===== config.mk =====
export PLATFORM = sky130hd
export DESIGN_NAME = gil_front
export DESIGN_NICKNAME = d
export VERILOG_FILES = /design/src/hdl/gil_pkg.sv /design/src/hdl/gil_front.sv
export SDC_FILE = /design/constraint.sdc
export NUM_CORES = 2
export LEC_CHECK = 0
export BUFFER_PORTS_ARGS = -buffer_cell sky130_fd_sc_hd__buf_2
export CAP_MARGIN = 0
export CORE_ASPECT_RATIO = 0.7
export CORE_MARGIN = 4
export CORE_UTILIZATION = 30
export DETAILED_ROUTE_END_ITERATION = 6
export SLEW_MARGIN = 0
export SYNTH_ARGS = -nofsm -noshare
export SYNTH_HDL_FRONTEND = slang
export SYNTH_SLANG_ARGS = --single-unit
export TNS_END_PERCENT = 20

===== constraint.sdc =====
create_clock -name clk -period 16.25 [get_ports clk]
set_clock_uncertainty 0.15 [all_clocks]
set_input_delay 2.4375 -clock clk [delete_from_list [all_inputs] [get_ports clk]]
set_output_delay 2.4375 -clock clk [all_outputs]
set_load 0.005 [all_outputs]

===== src/hdl/gil_pkg.sv =====
// Package for grid_index_linearizer: widths, register codes, pipeline types.
// No dependencies.
package gil_pkg;

	localparam int LIN_W         = 36;
	localparam int CRD_W         = 12;
	localparam int SZ_W          = 13;
	localparam int CIN_W         = 13;
	localparam int DIM_W         = 2;
	localparam int CFG_IDX_W     = 2;
	localparam int MAX_AXIS_SIZE = 4096;
	localparam int MAX_AXES      = 3;
	localparam int MID_W         = CRD_W + SZ_W;
	localparam int DIV_STEPS     = LIN_W;

	typedef enum logic [CFG_IDX_W-1:0] {
		REG_DIMS  = 2'd0,
		REG_SIZE0 = 2'd1,
		REG_SIZE1 = 2'd2,
		REG_SIZE2 = 2'd3
	} cfg_reg_t;

	typedef struct packed {
		logic [DIM_W-1:0] dims;
		logic [SZ_W-1:0]  size0;
		logic [SZ_W-1:0]  size1;
		logic [SZ_W-1:0]  size2;
	} cfg_t;

	typedef struct packed {
		logic [LIN_W-1:0] num;
		logic [CRD_W-1:0] rem;
		logic [SZ_W-1:0]  dvs;
	} div_t;

	typedef struct packed {
		logic             cmd;
		logic             bad;
		logic [DIM_W-1:0] dims;
		logic [LIN_W-1:0] lin;
		div_t             a;
		logic [SZ_W-1:0]  dvs_m;
		logic [SZ_W-1:0]  s0;
		logic [CRD_W-1:0] r_fast;
	} item_t;

	function automatic logic [SZ_W-1:0] eff_size(input logic [SZ_W-1:0] s);
		logic [SZ_W-1:0] r;
		r = s;
		if (s == '0) begin
			r = SZ_W'(1);
		end else if (s > SZ_W'(MAX_AXIS_SIZE)) begin
			r = SZ_W'(MAX_AXIS_SIZE);
		end
		return r;
	endfunction

	function automatic logic [DIM_W-1:0] eff_dims(input logic [DIM_W-1:0] d);
		logic [DIM_W-1:0] r;
		r = d;
		if (d == '0) begin
			r = DIM_W'(1);
		end else if (d > DIM_W'(MAX_AXES)) begin
			r = DIM_W'(MAX_AXES);
		end
		return r;
	endfunction

endpackage


===== src/hdl/gil_front.sv =====
// Front end: bounds check, negative wrap, axis mapping, two-stage linearize.
// Depends on gil_pkg.
module gil_front import gil_pkg::*; (
	input  logic             clk,
	input  logic             arst_n,
	input  cfg_t             cfg,
	input  logic             in_valid,
	output logic             in_ready,
	input  logic             cmd,
	input  logic [CIN_W-1:0] coord_in0,
	input  logic [CIN_W-1:0] coord_in1,
	input  logic [CIN_W-1:0] coord_in2,
	input  logic [LIN_W-1:0] linear_in,
	output logic             out_valid,
	input  logic             out_ready,
	output item_t            out_item
);

	typedef struct packed {
		logic             cmd;
		logic             bad;
		logic [DIM_W-1:0] dims;
		logic [CRD_W-1:0] w0;
		logic [CRD_W-1:0] w1;
		logic [CRD_W-1:0] w2;
		logic [SZ_W-1:0]  m;
		logic [SZ_W-1:0]  f;
		logic [SZ_W-1:0]  s0;
		logic [LIN_W-1:0] pos;
	} f1_t;

	typedef struct packed {
		logic             cmd;
		logic             bad;
		logic [DIM_W-1:0] dims;
		logic [MID_W-1:0] t;
		logic [CRD_W-1:0] w2;
		logic [SZ_W-1:0]  m;
		logic [SZ_W-1:0]  f;
		logic [SZ_W-1:0]  s0;
		logic [LIN_W-1:0] pos;
	} f2_t;

	logic [2:0][SZ_W-1:0]  sz;
	logic [2:0][CIN_W-1:0] cin;
	logic [2:0][CRD_W-1:0] wr;
	logic [2:0]            ok;
	logic [DIM_W-1:0]      d;
	f1_t                   f1_d, f1_s1;
	f2_t                   f2_d, f2_s2;
	item_t                 f3_d, f3_s3;
	logic                  v1_q, v2_q, v3_q;
	logic                  rdy1, rdy2, rdy3;
	logic [SZ_W+CRD_W-1:0] mul1;
	logic [MID_W+SZ_W-1:0] mul2;

	assign sz[0] = eff_size(cfg.size0);
	assign sz[1] = eff_size(cfg.size1);
	assign sz[2] = eff_size(cfg.size2);
	assign cin[0] = coord_in0;
	assign cin[1] = coord_in1;
	assign cin[2] = coord_in2;
	assign d = eff_dims(cfg.dims);

	always_comb begin
		logic signed [CIN_W:0] cs, ss, wv;
		for (int k = 0; k < 3; k++) begin
			cs = $signed({cin[k][CIN_W-1], cin[k]});
			ss = $signed({1'b0, sz[k]});
			ok[k] = (cs >= -ss) && (cs < ss);
			wv = cs[CIN_W] ? cs + ss : cs;
			wr[k] = wv[CRD_W-1:0];
		end
	end

	always_comb begin
		f1_d = '0;
		f1_d.cmd = cmd;
		f1_d.dims = d;
		f1_d.s0 = sz[0];
		f1_d.pos = linear_in;
		case (d)
			2'd3: begin
				f1_d.bad = !(ok[0] && ok[1] && ok[2]);
				f1_d.w0 = wr[0];
				f1_d.w1 = wr[1];
				f1_d.w2 = wr[2];
				f1_d.m = sz[1];
				f1_d.f = sz[2];
			end
			2'd2: begin
				f1_d.bad = !(ok[0] && ok[1]);
				f1_d.w1 = wr[0];
				f1_d.w2 = wr[1];
				f1_d.m = SZ_W'(1);
				f1_d.f = sz[1];
			end
			default: begin
				f1_d.bad = !ok[0];
				f1_d.w2 = wr[0];
				f1_d.m = SZ_W'(1);
				f1_d.f = SZ_W'(1);
			end
		endcase
		if (!cmd) begin
			f1_d.bad = f1_d.bad;
		end else begin
			f1_d.bad = 1'b0;
		end
	end

	assign mul1 = f1_s1.w0 * f1_s1.m;
	always_comb begin
		f2_d.cmd = f1_s1.cmd;
		f2_d.bad = f1_s1.bad;
		f2_d.dims = f1_s1.dims;
		f2_d.t = MID_W'(mul1) + MID_W'(f1_s1.w1);
		f2_d.w2 = f1_s1.w2;
		f2_d.m = f1_s1.m;
		f2_d.f = f1_s1.f;
		f2_d.s0 = f1_s1.s0;
		f2_d.pos = f1_s1.pos;
	end

	assign mul2 = f2_s2.t * f2_s2.f;
	always_comb begin
		f3_d.cmd = f2_s2.cmd;
		f3_d.bad = f2_s2.bad;
		f3_d.dims = f2_s2.dims;
		f3_d.lin = (f2_s2.bad || f2_s2.cmd) ? '0 :
			LIN_W'(mul2) + LIN_W'(f2_s2.w2);
		f3_d.a.num = f2_s2.pos;
		f3_d.a.rem = '0;
		f3_d.a.dvs = f2_s2.f;
		f3_d.dvs_m = f2_s2.m;
		f3_d.s0 = f2_s2.s0;
		f3_d.r_fast = '0;
	end

	assign rdy3 = !v3_q || out_ready;
	assign rdy2 = !v2_q || rdy3;
	assign rdy1 = !v1_q || rdy2;
	assign in_ready = rdy1;

	always_ff @(posedge clk or negedge arst_n) begin
		if (!arst_n) begin
			v1_q <= 1'b0;
			v2_q <= 1'b0;
			v3_q <= 1'b0;
		end else begin
			if (rdy1) v1_q <= in_valid;
			if (rdy2) v2_q <= v1_q;
			if (rdy3) v3_q <= v2_q;
		end
	end

	always_ff @(posedge clk) begin
		if (rdy1 && in_valid) f1_s1 <= f1_d;
		if (rdy2 && v1_q) f2_s2 <= f2_d;
		if (rdy3 && v2_q) f3_s3 <= f3_d;
	end

	assign out_valid = v3_q;
	assign out_item = f3_s3;

endmodule


==> results.md <==
- Post-CTS Hold Buffers: 0
- Sink Count: 349
- Crit path DAT: 7.16 ns
- Core ar.: 105000 µm²
- Post-synthesis area per instance: 10.5 µm²
- Total global routing overflow: 0
- Pins Over Slew Limit: 0
- TritonCTS clock tree: yes
- DRT Pass-1 Iters: 5
- Commonest non-fill, non-tap cells in the layout: inv_1, fa_1, nand2_1
- Die height: 281 µm
- EDFF count, synth: 346
- Antenna violations before repair: 4
- Vias: 21.8k
- Register Area: 10500 µm²
- WHS Path Cells: 0
- Largest net degree at the start of global routing: 66
- Post-route DRC: 0
- WP buf/inv: 1
- Required time worst endpoint: 16.41 ns
- DIE AREA: 112000 µm²
- Internal reg-to-reg setup slack: 9.25 ns
- First-pass GRT wire length: 135000 µm
- Drt via density: 4.69
- CP endpoint kind: flip-flop
- Final hold vios: 0
- Status: finished, final reports clean
- Crit Path Category: flip-flop to flip-flop
- Port bufs: 237
- Final setup violation count: 0
- Drt first-iter violations: 1756
- Post-synthesis async set-or-reset flop share: 0.860%
- Hold path startpoint: f2_s2[35]
- Slowest-stage cell, CP: edfxtp_1
- Hold EP: out_item[98]
- Max Clock Freq: 143 MHz
- Drt wl/cell: 18.6 µm
- CP max FO: 26
- Cell count of the worst reg-to-reg path: 18
- Tcrit/Tclk final: 43.1%
- Max-cap check violation count: 0
- Crit-path cells: nand2_1, fa_1, inv_1, fa_1, fa_1, fa_1, fa_1, ha_1, ha_1, a21oi_1, o21bai_1, a221oi_2, a211oi_2, o21ai_1, a31oi_2, a41oi_1, xor2_1, nor2_1
- Multi-input logic area: 19200 µm²
- Post-DP HPWL: 67000 µm
- CP peak stage delay: 1.17 ns
- Least-Margin Pin Slew: 1.25 ns
- CTS Buf Count: 39
- Ratio of cells with drive above 1 in the final layout: 10.7%
- Crit path max-delay family: adder cells
- Initial core utilization: 30.5%
- Mapped Cells: 3030
- Most used cell, CP: fa_1
- Worst reg2reg path endpoint: out_item[133]
- Slew headroom: 16.5%
- Startpoint Class: flip-flop
- Synth Register Bits: 349
- Fin crit period: 7.00 ns
- Clk slew on worst S/H paths: 0.07 ns
- Final wirelength: 86500 µm
- Post-synthesis sequential area ratio: 32.7%
- Nets: 3992
- Worst reg2reg startpoint: f2_s2[57]
- Synth Cell Area: 32000 µm²
- Setup TNS: 0 ns
- Routability cong.: 0.906
- Std-Cell Rows: 99
- RSZ-0062 raised after global routing: false
- Min-Delay Path Class: flip-flop to flip-flop
- Fillers: 10.6k
- Antenna Nets Post-Route: 0
- Number of setup buffers added after CTS: 0
- Vias in the first global route: 22.1k
- Clk Latency, worst-skew pair: 0.58 ns
- Most common cell after layout, fill and taps aside: inv_1
- CTS Buffer Depth: 3
- Main flop type after synthesis: edfxtp_1
- GRT Overall Usage: 15.5%
- Die Width: 398 µm
- H-tree Lvls: 2
- Clock root buffer: clkbuf_16
- Post-CTS sizing: 0
- Unique masters post-synth: 84
- Ports: 262
- Synth Warn #: 0
- Area growth, synth to finish: 12.1%
-- registers in the layout, indices dropped and copies added, names as in the netlist --
signal     count
v1_q           1
v2_q           1
out_valid      1
out_item     115
f2_s2        116
f1_s1        115
-- area by class of cell --
class | instances | share of cell area (%)
inverter | 480 | 5.03
timing repair buffer | 246 | 3.50
tap | 1414 | 4.94
antenna | 3 | 0.0210
sequential | 349 | 29.2
multi-input combinational | 2085 | 53.5
clock buffer | 42 | 2.87
clock inverter | 27 | 0.873
-- logic make-up (layout without fill, tap and decap cells) --
| kind of cell | count (synthesis) | in the layout | synth area share [%] |
|---|---|---|---|
| and+or+nand+nor | 920 | 920 | 13.8 |
| adders and majority gates | 670 | 670 | 35.3 |
| buffers and inverters | 622 | 795 | 7.59 |
| AOI/OAI and AO/OA | 355 | 355 | 7.45 |
| DFF | 349 | 349 | 32.7 |
| xor gates and xnor gates | 95 | 95 | 2.60 |
| muxes | 18 | 18 | 0.575 |
| other | 1 | 30 | 0.0117 |
-- synthesized netlist by cell type (15+ instances only) --
cell type  count  share of area [%]
o21bai_1      19               0.45
edfxtp_1     346                 33
nor2_1       175                2.1
fa_1         384                 24
nor3_1        26               0.41
clkbuf_1     112                1.3
inv_1        479                5.6
o21a_1        19               0.45
a21oi_1      117                1.8
and2_1       207                4.1
nand2b_1      35               0.69
nor2b_1       23               0.45
a211oi_1      20               0.47
nand2_1      362                4.3
xor2_1        25               0.69
a21o_1        32               0.75
mux2i_1       15               0.47
o21ai_0       42               0.66
buf_4         24               0.56
xnor2_1       70                1.9
nand3_1       25               0.39
ha_1         286                 11
-- per-layer routing --
metal | share of wire (%) | vias up | GRT usage (%)
li1 | - | 10139 | -
met1 | 49 | 10844 | 23.8
met2 | 41 | 750 | 21.9
met3 | 9.0 | 62 | 4.23
met4 | 1.2 | 0 | 2.34
met5 | 0 | - | 0
-- per-stage QoR --
stage / utilization (%) / worst slack (ns) / hold slack [ns] / std cells / area (µm²)
2_1_floorplan: - / 10.08 / 0.250 / 3056 / 32100
3_3_place_gp: 32.8 / 9.32 / 0.250 / 4574 / 34500
3_5_place_dp: 32.8 / 9.25 / 0.255 / 4574 / 34500
4_1_cts: 34.1 / 9.31 / 0.253 / 4643 / 35800
5_1_grt: 34.1 / 8.94 / 0.271 / 4646 / 35800
6_report: 34.1 / 9.25 / 0.260 / 4646 / 35800
-- how the worst max path moves through the flow --
| stage | to | start | cells past startpoint |
|---|---|---|---|
| floorplan | out_item[132] | f2_s2[52] | 23 |
| global placement | f1_s1[85] | cfg[32] | 17 |
| detailed placement | out_item[133] | f2_s2[57] | 18 |
| CTS | out_item[133] | f2_s2[53] | 21 |
| global route | out_item[133] | f2_s2[57] | 18 |
| finish | out_item[133] | f2_s2[57] | 18 |
Power is not shown: default switching activity piles up to over one toggle a cycle in this logic, so the estimate is an artifact.
