===== config.mk =====
export PLATFORM = sky130hd
export DESIGN_NAME = gil_handoff
export DESIGN_NICKNAME = d
export VERILOG_FILES = /design/src/hdl/gil_pkg.sv /design/src/hdl/gil_handoff.sv
export SDC_FILE = /design/constraint.sdc
export NUM_CORES = 1
export LEC_CHECK = 0
export CAP_MARGIN = 20
export CORE_AREA = 4 4 108 110
export CTS_CLUSTER_DIAMETER = 200
export DETAILED_ROUTE_END_ITERATION = 10
export DIE_AREA = 0 0 112 114
export DONT_BUFFER_PORTS = 1
export GPL_ROUTABILITY_DRIVEN = 0
export GPL_TIMING_DRIVEN = 0
export HOLD_SLACK_MARGIN = 0.06
export MAX_ROUTING_LAYER = met4
export PLACE_DENSITY = 0.57
export SLEW_MARGIN = 20
export SYNTH_ARGS = -nofsm -noshare
export SYNTH_HDL_FRONTEND = slang
export SYNTH_SLANG_ARGS = --single-unit

===== constraint.sdc =====
create_clock -name clk -period 4.15 [get_ports clk]
set_clock_uncertainty 0.15 [all_clocks]
set_input_delay 0.6225 -clock clk [delete_from_list [all_inputs] [get_ports clk]]
set_output_delay 0.6225 -clock clk [all_outputs]
set_load 0.1 [all_outputs]

===== src/hdl/gil_pkg.sv =====
// Package for grid_index_linearizer: widths, register codes, pipeline types.
// No dependencies.
package gil_pkg;

	localparam int LIN_W         = 36;
	localparam int CRD_W         = 12;
	localparam int SZ_W          = 13;
	localparam int CIN_W         = 13;
	localparam int DIM_W         = 2;
	localparam int CFG_IDX_W     = 2;
	localparam int MAX_AXIS_SIZE = 4096;
	localparam int MAX_AXES      = 3;
	localparam int MID_W         = CRD_W + SZ_W;
	localparam int DIV_STEPS     = LIN_W;

	typedef enum logic [CFG_IDX_W-1:0] {
		REG_DIMS  = 2'd0,
		REG_SIZE0 = 2'd1,
		REG_SIZE1 = 2'd2,
		REG_SIZE2 = 2'd3
	} cfg_reg_t;

	typedef struct packed {
		logic [DIM_W-1:0] dims;
		logic [SZ_W-1:0]  size0;
		logic [SZ_W-1:0]  size1;
		logic [SZ_W-1:0]  size2;
	} cfg_t;

	typedef struct packed {
		logic [LIN_W-1:0] num;
		logic [CRD_W-1:0] rem;
		logic [SZ_W-1:0]  dvs;
	} div_t;

	typedef struct packed {
		logic             cmd;
		logic             bad;
		logic [DIM_W-1:0] dims;
		logic [LIN_W-1:0] lin;
		div_t             a;
		logic [SZ_W-1:0]  dvs_m;
		logic [SZ_W-1:0]  s0;
		logic [CRD_W-1:0] r_fast;
	} item_t;

	function automatic logic [SZ_W-1:0] eff_size(input logic [SZ_W-1:0] s);
		logic [SZ_W-1:0] r;
		r = s;
		if (s == '0) begin
			r = SZ_W'(1);
		end else if (s > SZ_W'(MAX_AXIS_SIZE)) begin
			r = SZ_W'(MAX_AXIS_SIZE);
		end
		return r;
	endfunction

	function automatic logic [DIM_W-1:0] eff_dims(input logic [DIM_W-1:0] d);
		logic [DIM_W-1:0] r;
		r = d;
		if (d == '0) begin
			r = DIM_W'(1);
		end else if (d > DIM_W'(MAX_AXES)) begin
			r = DIM_W'(MAX_AXES);
		end
		return r;
	endfunction

endpackage


===== src/hdl/gil_handoff.sv =====
// Stage between the two divide chains: saves the fast remainder and loads
// the middle-axis divisor. Depends on gil_pkg.
module gil_handoff import gil_pkg::*; (
	input  logic  clk,
	input  logic  arst_n,
	input  logic  in_valid,
	output logic  in_ready,
	input  item_t in_item,
	output logic  out_valid,
	input  logic  out_ready,
	output item_t out_item
);

	logic  v_q;
	item_t item_q;
	item_t nxt;

	always_comb begin
		nxt = in_item;
		nxt.r_fast = in_item.a.rem;
		nxt.a.rem = '0;
		nxt.a.dvs = in_item.dvs_m;
	end

	assign in_ready = !v_q || out_ready;

	always_ff @(posedge clk or negedge arst_n) begin
		if (!arst_n) begin
			v_q <= 1'b0;
		end else if (in_ready) begin
			v_q <= in_valid;
		end
	end

	always_ff @(posedge clk) begin
		if (in_ready && in_valid) item_q <= nxt;
	end

	assign out_valid = v_q;
	assign out_item = item_q;

endmodule


==> impl_results.md, run 1 <==
* Site row count at 38
* CTS Buf Count at 17
* Post-synthesis sequential area ratio at 94.00%
* Share of the synthesized area in the top cell type at 93.32%
* Post-Syn Area per Cell at 25.48 sq um
* Starting Density at 34.29%
* Die W at 112 um
* Warnings from Yosys at 0
* Status: did not finish
* Largest area contributor in the netlist: edfxtp_1
* Setup Buffers After CTS at 0
* Synth cell count leaders: edfxtp_1 (114), buf_4 (25)
* Log Error: [ERROR RSZ-0060] Max buffer count reached.
* Top-count cell post-synth: edfxtp_1
* Clk buf depth at 2
* Predominant post-synthesis flop cell: edfxtp_1
* Cell Area, Synth at 3669 sq um
* Port Buf Inserts at 0
* Top cells by area, synth: edfxtp_1 (93%), buf_4 (5.1%), dfrtp_1 (0.68%)
* IO Pins at 284
* CTS H-tree depth at 4
* Async SR Flop Fraction at 0.8696%
* Cts repair resizes at 0
* Hold buffer count at cts at 101
* Unique masters post-synth at 7
* Exit stage: 4_1_cts
* Cells after Synth at 144
* Yosys reg bits at 115
* Root Buffer: clkbuf_8
* Post-synth EDFFs at 114
* Die Height at 114 um
* Clk sinks at 115
==> metrics by stage <==
step,instances,hold WS (ps),util [%],instance area [sq um],setup slack (ps)
3_5_place_dp,297,176.9,36.76,3933,1384
2_1_floorplan,155,176.9,-,3710,1456
3_3_place_gp,295,177.0,36.32,3885,1144
==> cells by family after synthesis <==
logic type,synth area share (%)
buffers and inverters,5.116
DFF,94.00
other,0.1022
and+or+nand+nor,0.7845
==> run 2: changes to the inputs <==
==> config.mk (replaced) <==
export PLATFORM = sky130hd
export DESIGN_NAME = gil_handoff
export DESIGN_NICKNAME = d
export VERILOG_FILES = /design/src/hdl/gil_pkg.sv /design/src/hdl/gil_handoff.sv
export SDC_FILE = /design/constraint.sdc
export NUM_CORES = 1
export LEC_CHECK = 0
export CAP_MARGIN = 20
export CORE_AREA = 4 4 107 109
export DETAILED_ROUTE_END_ITERATION = 10
export DIE_AREA = 0 0 111 113
export DONT_BUFFER_PORTS = 1
export GPL_ROUTABILITY_DRIVEN = 0
export GPL_TIMING_DRIVEN = 0
export PLACE_DENSITY_LB_ADDON = 0.15
export SLEW_MARGIN = 20
export SYNTH_ARGS = -nofsm -noshare
export SYNTH_HDL_FRONTEND = slang
export SYNTH_SLANG_ARGS = --single-unit
==> run 2 against run 1 <==
Against the previous run:
- the flow now finishes without violations
- synthesized area did not move
- synthesized cell count stayed put
==> impl_results.md, run 2 <==
* Status: completed
* Setup CP Type: flop to flop
* Layout cells sized above 1 at 29.26%
* Final sum of negative setup slack at 0 ps
* Layout filler cell count at 918
* Post-synth EDFFs at 114
* Slowest CP cell: dfrtp_1
* Post-DP Area at 3913 sq um
* Worst setup EP type: flop
* Pre-antenna DRT Iters at 4
* CTS Buf Count at 17
* Final instance area at 4459 sq um
* Global routing usage on met1 at 10.18%
* Clk buf depth at 2
* Largest net degree at the start of global routing at 66
* Max Cap Viol at 0
* Worst setup margin at 1390 ps
* Post-Syn Area per Cell at 25.48 sq um
* Ordered cell list for the critical path: nand2b_4 -> and2_4 -> buf_16
* WL final at 7502 um
* Post-Synth Adder-Cell Area at 0%
* Clock transition at the registers of the reported paths at 60 ps
* Multiplexer share of the synthesized area at 0%
* Area growth syn-to-layout at 21.56%
* Port Buf Inserts at 0
* Async SR Flop Fraction at 0.8696%
* Clk sinks at 115
* Largest family of logic cells by synthesized area: buffers and inverters
* Most frequent cells in the layout: edfxtp_1 (114), buf_4 (25), clkbuf_16 (16)
* Largest area contributor in the netlist: edfxtp_1
* Met3 usage at 8.770%
* Worst-Skew Late Latency at 490 ps
* Complex-gate fraction of the synthesized area at 0%
* Commonest non-fill, non-tap cell in the layout: edfxtp_1
* CP required at 4160 ps
* Int Power at 2.221 mW
* Synth cell count leaders: edfxtp_1 (114), buf_4 (25)
* Layout Nets at 319
* CTS H-tree depth at 4
* Global routing usage on met2 at 19.78%
* Top cells by area, synth: edfxtp_1 (93%), buf_4 (5.1%), dfrtp_1 (0.68%)
* Initial antenna violation count at 0
* Fin. Hold Viols at 0
* Reg area at 3448 sq um
* Cell Area, Synth at 3669 sq um
* GR peak layer: met2
* Overall via count from detail_route at 1421
* Max reg flops at 114
* Gr ovfl total at 0
* Site row count at 38
* Worst EP arrival at 2770 ps
* Cells after Synth at 144
* Unique masters post-synth at 7
* Seq pwr share at 55.8%
* Final setup fails at 0
* Final period util at 66.49%
* Top-count cell post-synth: edfxtp_1
* Clock period minus final worst setup slack at 2760 ps
* DRC viols at 0
* Pwr per Cell Area at 735.2 nW/um^2
* Detailed placement HPWL at 5806 um
* Clock Power Share at 39.5%
* Final Util at 42.06%
* Warnings from Yosys at 0
* Iter 0 DRT Violations at 58
* R2r setup slk at 1390 ps
* Core Area at 10600 sq um
* Global-route wire length before repair at 10390 um
* Yosys reg bits at 115
* Critical Path Max Stage Delay at 760 ps
* Share of the synthesized area in the top cell type at 93.32%
* CTS tree: yes
* Psw at 1.058 mW
* Die Height at 113 um
* Hold WC Path Type: primary input to flop
* GRT Overall Usage at 11.65%
* Predominant post-synthesis flop cell: edfxtp_1
* Die ar. at 12540 sq um
* IO Pins at 284
* Vias in the first global route at 1592
* Crit-path leading delay family: simple AND/OR/NAND/NOR gates
* Routed len/inst at 22.87 um
* Fmax achieved at 362.4 MHz
* Buf/Inv on CP at 1
* Slew Limit Headroom at 34.95%
* Combinational Power Share at 4.7%
* Unrepaired setup endpoints after global routing: no
* Worst vdd ir at 0.2717 mV
* Starting Density at 34.60%
* Max-slew violation count at 0
* Ant diodes at 0
* Switching share of power at 32.26%
* Slew @ Worst Pin at 975.7 ps
* Die W at 111 um
* Simple-Gate Fraction of Synth Area at 0.7844%
* Post-synthesis sequential area ratio at 94.00%
* Post-Synth XOR/XNOR Area at 0%
* DP Worst Slack at 1386 ps
* Crit path launch type: flop
* Leakage at 1.554 nW
* Multi-input gate area at 73.82 sq um
* WHS at 75.41 ps
* Via density at 4.332
* Post-route ant nets at 0
* CP Max Fanout at 65
* Root Buffer: clkbuf_8
run 2: cell counts after synthesis:
Identical to the previous run, type by type.
run 2: layout make-up:
cell class | instances | area share, %
Buffer | 25 | 4.209
Clock buffer | 18 | 9.371
Clock inverter | 13 | 2.666
Multi-Input combinational cell | 15 | 1.655
Sequential cell | 115 | 77.33
Tap cell | 140 | 3.928
Timing Repair Buffer | 2 | 0.8418
run 2: repair_timing:
action | 4_1_cts | 5_1_grt
hold buffers | 1 | 0
setup buffers | 0 | 0
resized for setup | 0 | 0
endpoints found under the hold margin | 1 | 0
run 2: per-layer routing:
layer	part of all wire (%)	vias up
met2	52	172
met1	32	657
met5	0	-
met4	1.1	0
li1	-	586
met3	15	6
run 2: cells by family after synthesis:
group	Yosys count
buffers and inverters	25
other	1
DFF	115
and+or+nand+nor	3
run 2: final timing paths:
path | startpoint | endpoint | cells past startpoint
hold / removal | in_item[79] | out_item[79]$_DFFE_PP_ | 0
setup reg to reg | out_valid$_DFFE_PN0P_ | out_item[81]$_DFFE_PP_ | 3
max in group asynchronous | arst_n | out_valid$_DFFE_PN0P_ | 1
hold reg to reg | out_valid$_DFFE_PN0P_ | out_valid$_DFFE_PN0P_ | 2
setup / recovery | out_valid$_DFFE_PN0P_ | out_item[81]$_DFFE_PP_ | 3
min in group asynchronous | arst_n | out_valid$_DFFE_PN0P_ | 1
run 2: through the flow:
step                std cells  power [mW]
finish                    328       3.278
global route              328       3.384
CTS                       328       3.326
detailed placement        296       2.006
global placement          295       2.003
floorplan                 155       1.981
run 2: power by group through the flow:
stage	clock (mW)	sequential, mW	combinational, mW
3_3_place_gp	0	1.85	0.148
5_1_grt	1.39	1.83	0.160
3_5_place_dp	0	1.85	0.154
4_1_cts	1.34	1.83	0.155
2_1_floorplan	0	1.84	0.142
6_report	1.29	1.83	0.155
run 2: worst reg2reg max path, stage by stage, from the launching register on:
cell and delay, ps:
dfrtp_1 760, nand2b_4 490, and2_4 630, buf_16 350
No activity file was read; power rests on OpenSTA's default activity.
==> run 3: changes to the inputs <==
==> constraint.sdc (replaced) <==
create_clock -name clk -period 2.35 [get_ports clk]
set_clock_uncertainty 0.15 [all_clocks]
set_input_delay 0.3525 -clock clk [delete_from_list [all_inputs] [get_ports clk]]
set_output_delay 0.3525 -clock clk [all_outputs]
set_load 0.1 [all_outputs]
==> run 3 against run 2 <==
Against the previous run:
- the flow now stops in 4_1_cts
- synthesized area did not move
- synthesized cell count did not move
==> impl_results.md, run 3 <==
* Cells after Synth at 144
* Warnings from Yosys at 0
* Post-Syn Area per Cell at 25.48 sq um
* Post-synthesis sequential area ratio at 94.00%
* Top-count cell post-synth: edfxtp_1
* Status: did not finish
* CTS Buf Count at 17
* Cts repair resizes at 15
* Predominant post-synthesis flop cell: edfxtp_1
* Async SR Flop Fraction at 0.8696%
* Root Buffer: clkbuf_8
* Setup Buffers After CTS at 0
* Cell Area, Synth at 3669 sq um
* Synth cell count leaders: edfxtp_1 (114), buf_4 (25)
* Top cells by area, synth: edfxtp_1 (93%), buf_4 (5.1%), dfrtp_1 (0.68%)
* Die W at 111 um
* Log Error: [ERROR RSZ-0060] Max buffer count reached.
* Share of the synthesized area in the top cell type at 93.32%
* Exit stage: 4_1_cts
* Port Buf Inserts at 0
* Post-synth EDFFs at 114
* Yosys reg bits at 115
* Clk buf depth at 2
* CTS H-tree depth at 4
* Placed cells at 296
* Largest area contributor in the netlist: edfxtp_1
* Unique masters post-synth at 7
* Hold buffer count at cts at 101
* Site row count at 38
* Starting Density at 34.60%
* Die Height at 113 um
* Clk sinks at 115
* IO Pins at 284
run 3: cell counts after synthesis:
Identical to the previous run, type by type.
run 3: metrics by stage:
step | instance area, sq um | worst slack [ps]
floorplan | 3714 | -76.66
global placement | 3889 | -282.0
detailed placement | 3916 | -143.5
run 3: cell families after synthesis:
logic type    synth area share [%]
simple gates                0.7845
buf+inv                      5.116
other cells                 0.1022
flops                        94.00
