## config.mk

```make
export PLATFORM = sky130hd
export DESIGN_NAME = gil_div_cell
export DESIGN_NICKNAME = d
export VERILOG_FILES = /design/src/hdl/gil_pkg.sv /design/src/hdl/gil_div_cell.sv
export SDC_FILE = /design/constraint.sdc
export NUM_CORES = 1
export LEC_CHECK = 0
export BUFFER_PORTS_ARGS = -buffer_cell sky130_fd_sc_hd__buf_2
export CAP_MARGIN = 10
export CORE_ASPECT_RATIO = 2
export CORE_UTILIZATION = 40
export CTS_CLUSTER_SIZE = 25
export DETAILED_ROUTE_END_ITERATION = 8
export PLACE_DENSITY = 0.77
export SLEW_MARGIN = 20
export SYNTH_ARGS = -nofsm -noshare
export SYNTH_HDL_FRONTEND = slang
export SYNTH_SLANG_ARGS = --single-unit
```

## constraint.sdc

```tcl
create_clock -name clk -period 3.7 [get_ports clk]
set_input_delay 0.37 -clock clk [delete_from_list [all_inputs] [get_ports clk]]
set_output_delay 0.37 -clock clk [all_outputs]
set_load 0.05 [all_outputs]
```

## src/hdl/gil_pkg.sv

```systemverilog
// Package for grid_index_linearizer: widths, register codes, pipeline types.
// No dependencies.
package gil_pkg;

	localparam int LIN_W         = 36;
	localparam int CRD_W         = 12;
	localparam int SZ_W          = 13;
	localparam int CIN_W         = 13;
	localparam int DIM_W         = 2;
	localparam int CFG_IDX_W     = 2;
	localparam int MAX_AXIS_SIZE = 4096;
	localparam int MAX_AXES      = 3;
	localparam int MID_W         = CRD_W + SZ_W;
	localparam int DIV_STEPS     = LIN_W;

	typedef enum logic [CFG_IDX_W-1:0] {
		REG_DIMS  = 2'd0,
		REG_SIZE0 = 2'd1,
		REG_SIZE1 = 2'd2,
		REG_SIZE2 = 2'd3
	} cfg_reg_t;

	typedef struct packed {
		logic [DIM_W-1:0] dims;
		logic [SZ_W-1:0]  size0;
		logic [SZ_W-1:0]  size1;
		logic [SZ_W-1:0]  size2;
	} cfg_t;

	typedef struct packed {
		logic [LIN_W-1:0] num;
		logic [CRD_W-1:0] rem;
		logic [SZ_W-1:0]  dvs;
	} div_t;

	typedef struct packed {
		logic             cmd;
		logic             bad;
		logic [DIM_W-1:0] dims;
		logic [LIN_W-1:0] lin;
		div_t             a;
		logic [SZ_W-1:0]  dvs_m;
		logic [SZ_W-1:0]  s0;
		logic [CRD_W-1:0] r_fast;
	} item_t;

	function automatic logic [SZ_W-1:0] eff_size(input logic [SZ_W-1:0] s);
		logic [SZ_W-1:0] r;
		r = s;
		if (s == '0) begin
			r = SZ_W'(1);
		end else if (s > SZ_W'(MAX_AXIS_SIZE)) begin
			r = SZ_W'(MAX_AXIS_SIZE);
		end
		return r;
	endfunction

	function automatic logic [DIM_W-1:0] eff_dims(input logic [DIM_W-1:0] d);
		logic [DIM_W-1:0] r;
		r = d;
		if (d == '0) begin
			r = DIM_W'(1);
		end else if (d > DIM_W'(MAX_AXES)) begin
			r = DIM_W'(MAX_AXES);
		end
		return r;
	endfunction

endpackage

```

## src/hdl/gil_div_cell.sv

```systemverilog
// One restoring division step on the item's divide field, with its own stage.
// Depends on gil_pkg.
module gil_div_cell import gil_pkg::*; (
	input  logic  clk,
	input  logic  arst_n,
	input  logic  in_valid,
	output logic  in_ready,
	input  item_t in_item,
	output logic  out_valid,
	input  logic  out_ready,
	output item_t out_item
);

	logic            v_q;
	item_t           item_q;
	item_t           nxt;
	logic [SZ_W-1:0] trial;
	logic            qbit;

	assign trial = {in_item.a.rem, in_item.a.num[LIN_W-1]};
	assign qbit = trial >= in_item.a.dvs;

	always_comb begin
		nxt = in_item;
		nxt.a.num = {in_item.a.num[LIN_W-2:0], qbit};
		nxt.a.rem = qbit ? CRD_W'(trial - in_item.a.dvs) : trial[CRD_W-1:0];
	end

	assign in_ready = !v_q || out_ready;

	always_ff @(posedge clk or negedge arst_n) begin
		if (!arst_n) begin
			v_q <= 1'b0;
		end else if (in_ready) begin
			v_q <= in_valid;
		end
	end

	always_ff @(posedge clk) begin
		if (in_ready && in_valid) item_q <= nxt;
	end

	assign out_valid = v_q;
	assign out_item = item_q;

endmodule

```

==> results.py, run 1 <==
metrics = {
    "grt": {
        "grt_max_degree": 91,
        "grt_pass1_wl_mm": 18.1,
        "grt-ovfl-total": 0,
        "antenna_found_initial": 1,
        "grt_util_all_layers": 0.194,
        "grt_pass1_vias": 3561,
    },
    "power_and_ir_drop": {
        "vdd.ir_drop.worst_uv": 385,
        "p_per_area_nw_per_um2": 585,
        "power_leakage_nw": 3.16,
    },
    "synth": {
        "synth_area_sq_um": 5010,
        "syn_inst": 251,
        "synth_edf_count": 139,
        "synth_top_area_cell": "edfxtp_1",
        "yosys_warnings": 0,
        "synth_fp_nets": 408,
        "syn_area_per_cell_sq_um": 19.9,
        "synth.distinct_cells": 36,
        "synth_ff_type": "edfxtp_1",
        "synth_top_area_share": 0.834,
        "ys_seq_area_frac": 0.839,
        "synthTopCellsByArea": "edfxtp_1, ha_1, mux2_2",
        "postSynth.asyncResetShare": 0.00714,
        "synth-seq-cells": 140,
    },
    "sta": {
        "hold_slack_ps": 138,
        "setup_ws_ps": 1380,
        "setup_viol": 0,
        "finalCriticalPeriod_ps": 2320,
        "period_share": 0.627,
        "rsz0062_at_grt": "no",
        "tns_ps": 0,
        "maxSlewViolCount": 0,
        "fmax_ghz": 0.431,
        "finalHoldViolCount": 0,
        "clock_skew_ps": 9.81,
        "slew_headroom": 0.557,
        "worst_pin_slew_ps": 664,
    },
    "route": {
        "drt_iter0_drc": 153,
        "viasPerCell": 4.68,
        "drt-total-wl_mm": 12.3,
        "vias": 3353,
        "drc": 0,
        "drt-pass1-iter-count": 4,
        "postRouteAntennaNets": 0,
        "wire_per_inst_um": 17.2,
    },
    "run": {
        "maxCapViolCount": 0,
    },
    "layout": {
        "final_common_cell": "buf_2",
        "fillers": 985,
        "final_cell_mix": "buf_2, edfxtp_1, inv_1, clkbuf_16, ha_1",
        "synthToLayoutAreaGrowth_pct": 44.2,
        "drive_gt1_frac": 0.588,
        "fin_nets": 712,
    },
    "critical_path": {
        "required_ps": 3850,
        "crit_path_max_fanout": 19,
        "startpoint_type": "primary input",
        "cp-end-kind": "flip-flop",
        "r2r-start": "out_valid$_DFFE_PN0N_",
        "critical_path_class": "primary input to flip-flop",
        "ff2ff_path_depth": 3,
        "slowest_delay_ps": 570,
        "path_cells": "buf_2 > inv_1 > ha_1 > and3_1 > nand4_1 > a31o_1 > a31oi_4 > mux2_2",
        "reg2reg_to": "out_item[135]$_DFFE_PP_",
        "crit_arrival_ps": 2470,
        "rrSetupSlack_ps": 2110,
        "cp_slowest_cell": "a31oi_4",
    },
    "cts": {
        "ctsRootBufferMaster": "clkbuf_16",
        "clockBufferDepth": 2,
        "htree_levels": 4,
        "cts_tree": "yes",
        "clk_pin_slew_ps": 70,
        "cts-buffers-inserted": 17,
        "post_cts_buffers": 0,
        "insertion_delay_ps": 400,
        "cts.sinks": 140,
        "postCtsResizedCells": 0,
    },
    "min_path": {
        "hold_path.class": "primary input to flip-flop",
        "min_from": "in_item[66]",
        "whs_path_depth": 1,
        "min_to": "out_item[67]$_DFFE_PP_",
    },
    "floorplanning": {
        "dieArea_sq_um": 13000,
        "die_w_um": 81.1,
        "rows": 57,
        "ioPinCount": 284,
        "die_h_um": 160,
        "initial_core_util": 0.411,
        "core-area_sq_um": 12200,
    },
    "placed_design": {
        "gp_congestion": 0.806,
        "dpl.hpwl_mm": 9.39,
        "pre_cts_slack_ps": 940,
        "io_buffers": 283,
    },
    "run_status": {
        "status": "complete, no violations",
    },
}
## layer usage
metal,part of all wire,wire [um],track usage
met5,0,0,0
met4,0.029,354,0.101
met3,0.066,812,0.0520
met2,0.55,6830,0.350
met1,0.35,4330,0.194
## synth_stat cells, types with 3 or more instances
master    instances
nand2_1           5
mux2_2            6
nor2_1           10
a21o_1            3
nand3_1           3
a21oi_1           5
edfxtp_1        139
a21oi_2           4
nand2b_1          4
ha_1             13
xnor2_1           6
inv_1            17
o21ai_0           5
and3_1            3
## repair_timing
action	in CTS	in global routing
hold endpoints to repair	1	0
hold buffers	1	0
setup endpoints to repair	0	0
## logic make-up (layout without fill, tap and decap cells)
group / Yosys count / after routing / synth area share
xor gates and xnor gates: 8 / 8 / 0.0140
other: 0 / 1 / 0
and+or+nand+nor: 32 / 32 / 0.0317
DFF: 140 / 140 / 0.839
adders and majority gates: 14 / 14 / 0.0365
muxes: 6 / 6 / 0.0135
buffers and inverters: 19 / 336 / 0.0157
AOI/OAI and AO/OA: 32 / 32 / 0.0500
## report_power, final
part	internal (W)	switching, W	total [W]
Clock	0.000954	0.000705	0.00166
Sequential	0.00186	0.0000215	0.00188
Combinational	0.000185	0.000495	0.000679
Total	0.00300	0.00122	0.00422
## worst max path at each step
stage,to,slack [ps],from
floorplan,out_item[0]$_DFFE_PP_,380,out_valid$_DFFE_PN0N_
global route,out_item[53]$_DFFE_PP_,1230,in_item[46]
global placement,out_item[57]$_DFFE_PP_,1020,in_item[46]
finish,out_item[53]$_DFFE_PP_,1380,in_item[46]
CTS,out_item[53]$_DFFE_PP_,1380,in_item[46]
detailed placement,out_item[53]$_DFFE_PP_,940,in_item[46]
## flip-flops by register name (all words and copies together), names as in the netlist
name and count:
out_item 139, out_valid 1
## layout make-up
cell class | count | area, sq um | share of cell area
Sequential cell | 140 | 4200 | 0.582
Timing Repair Buffer | 286 | 1450 | 0.201
Multi-Input combinational cell | 92 | 732 | 0.101
Clock buffer | 17 | 425 | 0.0589
Tap cell | 147 | 184 | 0.0255
Clock inverter | 15 | 156 | 0.0217
Inverter | 18 | 67.6 | 0.00936
Antenna cell | 1 | 2.50 | 0.000347
## per-stage QoR
stage	power, W	area, sq um	utilization	std cells
2_1_floorplan	0.00240	5010	-	251
3_3_place_gp	0.00258	6630	0.543	682
3_5_place_dp	0.00260	6630	0.543	682
4_1_cts	0.00426	7220	0.592	715
5_1_grt	0.00437	7220	0.592	716
6_report	0.00422	7220	0.592	716
## worst max-delay path, delay by kind of cell
family                   cells  cell delay, ps
AO/OA/AOI/OAI                2             810
multiplexers                 1             410
adder cells (fa/ha/maj)      1             380
AND/OR/NAND/NOR              2             350
buffers and inverters        2             150
No activity file was read; power rests on OpenSTA's default activity.
==> run 2, diff against run 1 <==
--- a/config.mk
+++ b/config.mk
@@ -5,13 +5,14 @@
 export SDC_FILE = /design/constraint.sdc
 export NUM_CORES = 1
 export LEC_CHECK = 0
+export ABC_AREA = 1
 export BUFFER_PORTS_ARGS = -buffer_cell sky130_fd_sc_hd__buf_2
 export CAP_MARGIN = 10
 export CORE_ASPECT_RATIO = 2
 export CORE_UTILIZATION = 40
 export CTS_CLUSTER_SIZE = 25
 export DETAILED_ROUTE_END_ITERATION = 8
-export PLACE_DENSITY = 0.77
+export PLACE_DENSITY = 0.76
 export SLEW_MARGIN = 20
 export SYNTH_ARGS = -nofsm -noshare
 export SYNTH_HDL_FRONTEND = slang
==> constraint.sdc (replaced) <==
create_clock -name clk -period 1.9 [get_ports clk]
set_input_delay 0.19 -clock clk [delete_from_list [all_inputs] [get_ports clk]]
set_output_delay 0.19 -clock clk [all_outputs]
set_load 0.05 [all_outputs]
==> results.py, run 2 <==
metrics = {
    "synth": {
        "syn_area_per_cell_sq_um": 15.9,
        "synth_area_sq_um": 5260,
        "synth_most_common_cell": "edfxtp_1",
        "synth_common_cells": "edfxtp_1, nand2_1, inv_1",
        "yosys_warnings": 0,
        "synth_top_area_share": 0.793,
        "synth_fp_nets": 487,
        "synth.distinct_cells": 25,
        "postSynth.asyncResetShare": 0.00714,
        "synth_edf_count": 139,
        "synth-seq-cells": 140,
        "synth_top_area_cell": "edfxtp_1",
        "synth_ff_type": "edfxtp_1",
        "ys_seq_area_frac": 0.798,
        "syn_inst": 330,
        "synthTopCellsByArea": "edfxtp_1, nand2_1, inv_1",
    },
    "cts": {
        "ctsRootBufferMaster": "clkbuf_16",
        "postCtsResizedCells": 0,
        "insertion_delay_ps": 410,
        "cts_tree": "yes",
        "htree_levels": 4,
        "clockBufferDepth": 2,
        "clk_pin_slew_ps": 60,
        "cts-buffers-inserted": 17,
        "cts.sinks": 140,
        "post_cts_buffers": 0,
    },
    "placed_design": {
        "dpl.hpwl_mm": 11.3,
        "io_buffers": 283,
        "dpl.cell_count": 775,
        "gp_congestion": 0.933,
    },
    "min_path": {
        "hold_path.class": "primary input to flip-flop",
        "whs_path_depth": 1,
        "min_to": "out_item[39]$_DFFE_PP_",
        "min_from": "in_item[39]",
    },
    "layout": {
        "drive_gt1_frac": 0.446,
        "fin_nets": 927,
        "final_common_cell": "buf_2",
        "synthToLayoutAreaGrowth_pct": 67.8,
        "seqCellArea_sq_um": 4200,
        "instances_no_fill": 932,
        "insertedDiodeCount": 0,
        "multi_input_area_sq_um": 873,
        "largest_reg_flops": 139,
        "fillers": 824,
        "final_cell_mix": "buf_2, edfxtp_1, dlygate4sd3_1, nand2_1, inv_1",
    },
    "route": {
        "wire_per_inst_um": 18.3,
        "drt-total-wl_mm": 17.1,
        "drt-pass1-iter-count": 4,
        "viasPerCell": 4.71,
        "vias": 4391,
        "drt_iter0_drc": 207,
        "postRouteAntennaNets": 0,
        "drc": 0,
    },
    "critical_path": {
        "crit_buf_inv": 3,
        "critical_path_class": "primary input to flip-flop",
        "required_ps": 2040,
        "critPathTopFamily": "simple AND/OR/NAND/NOR gates",
        "startpoint_type": "primary input",
        "slowest_delay_ps": 360,
        "ff2ff_path_depth": 2,
        "path_cells": "buf_2 > inv_1 > ha_1 > nand2_2 > inv_1 > nand2_1 > nand2_1 > a21oi_4 > nand3_4 > nand2_1 > o21ai_0",
        "reg2reg_to": "out_item[55]$_DFFE_PP_",
        "r2r-start": "out_valid$_DFFE_PN0N_",
        "cp_slowest_cell": "ha_1",
        "cp_common_cell": "nand2_1",
        "crit_arrival_ps": 1650,
        "cp-end-kind": "flip-flop",
        "rrSetupSlack_ps": 510,
        "crit_path_max_fanout": 18,
    },
    "power_and_ir_drop": {
        "p_comb_frac": 0.190,
        "p_per_area_nw_per_um2": 979,
        "vdd.ir_drop.worst_uv": 786,
        "share_seq_of_total_power": 0.426,
        "p_clk_frac": 0.383,
        "power_leakage_nw": 4.03,
        "swShare": 0.291,
        "intPower_w": 0.00613,
        "switchingPower_w": 0.00252,
    },
    "sta": {
        "clock_skew_ps": 13.4,
        "hold_slack_ps": 27.8,
        "maxSlewViolCount": 0,
        "setup_viol": 0,
        "period_share": 0.794,
        "rsz0062_at_grt": "no",
        "fmax_ghz": 0.663,
        "slew_headroom": 0.740,
        "finalCriticalPeriod_ps": 1510,
        "finalHoldViolCount": 0,
        "worst_pin_slew_ps": 390,
    },
    "floorplanning": {
        "dieArea_sq_um": 13600,
        "core-area_sq_um": 12700,
        "initial_core_util": 0.414,
        "ioPinCount": 284,
        "die_w_um": 83.1,
        "die_h_um": 164,
        "rows": 58,
    },
    "grt": {
        "grt_pass1_wl_mm": 25.2,
        "grt_max_degree": 56,
        "antenna_found_initial": 0,
        "grt_pass1_vias": 4709,
        "grt-ovfl-total": 0,
        "grt_util_all_layers": 0.251,
    },
    "run": {
        "maxCapViolCount": 0,
    },
    "run_status": {
        "status": "complete, no violations",
    },
}
==> run 2: power by group through the flow <==
stage / clock network (W) / registers (W) / logic (W)
finish: 0.00331 / 0.00369 / 0.00164
global route: 0.00350 / 0.00370 / 0.00174
CTS: 0.00332 / 0.00368 / 0.00163
detailed placement: 0 / 0.00374 / 0.00142
global placement: 0 / 0.00373 / 0.00140
floorplan: 0 / 0.00437 / 0.000342
==> run 2: final cells by class <==
cell class                 count  area share
sequential                   140       0.476
multi-input combinational    141      0.0989
timing repair buffer         422       0.317
tap                          150      0.0213
inverter                      48      0.0204
clock buffer                  17      0.0482
clock inverter                14      0.0184
==> run 2: metrics by stage <==
step	TNS, ps	util	setup WS (ps)	total power (W)	instance area [sq um]
3_5_place_dp	-153	0.550	-53.7	0.00516	6980
5_1_grt	0	0.695	238	0.00893	8830
3_3_place_gp	-14.8	0.550	-14.8	0.00514	6980
6_report	0	0.695	391	0.00864	8830
2_1_floorplan	-200340	-	-1440	0.00471	5270
4_1_cts	0	0.695	390	0.00862	8830
==> run 2: what timing repair did <==
action | in CTS | in global routing
hold buffers | 126 | 0
setup endpoints to repair | 0 | 0
hold endpoints to repair | 126 | 0
==> run 2: worst max-delay path by stage <==
stage          slack (ps)                endpoint  cells after the start                   from
2_1_floorplan       -1440   out_item[0]$_DFFE_PP_                      1  out_valid$_DFFE_PN0N_
3_3_place_gp          -10  out_item[59]$_DFFE_PP_                     11            in_item[38]
3_5_place_dp          -50  out_item[55]$_DFFE_PP_                     11            in_item[49]
4_1_cts               390  out_item[55]$_DFFE_PP_                     11            in_item[49]
5_1_grt               240  out_item[53]$_DFFE_PP_                     11            in_item[49]
6_report              390  out_item[53]$_DFFE_PP_                     11            in_item[49]
==> run 2: routing by layer <==
layer,up-vias,track usage,wire [um]
met1,2060,0.246,5630
met4,0,0.177,954
met5,-,0,0
li1,2052,-,-
met2,221,0.465,9580
met3,58,0.0523,941
==> run 2: cells by family after synthesis <==
| group | count (synthesis) | share of synthesized area |
|---|---|---|
| compound gates | 12 | 0.0157 |
| buf+inv | 49 | 0.0380 |
| xor+xnor | 6 | 0.00999 |
| flops | 140 | 0.798 |
| simple gates | 109 | 0.103 |
| fa+ha+maj | 14 | 0.0347 |
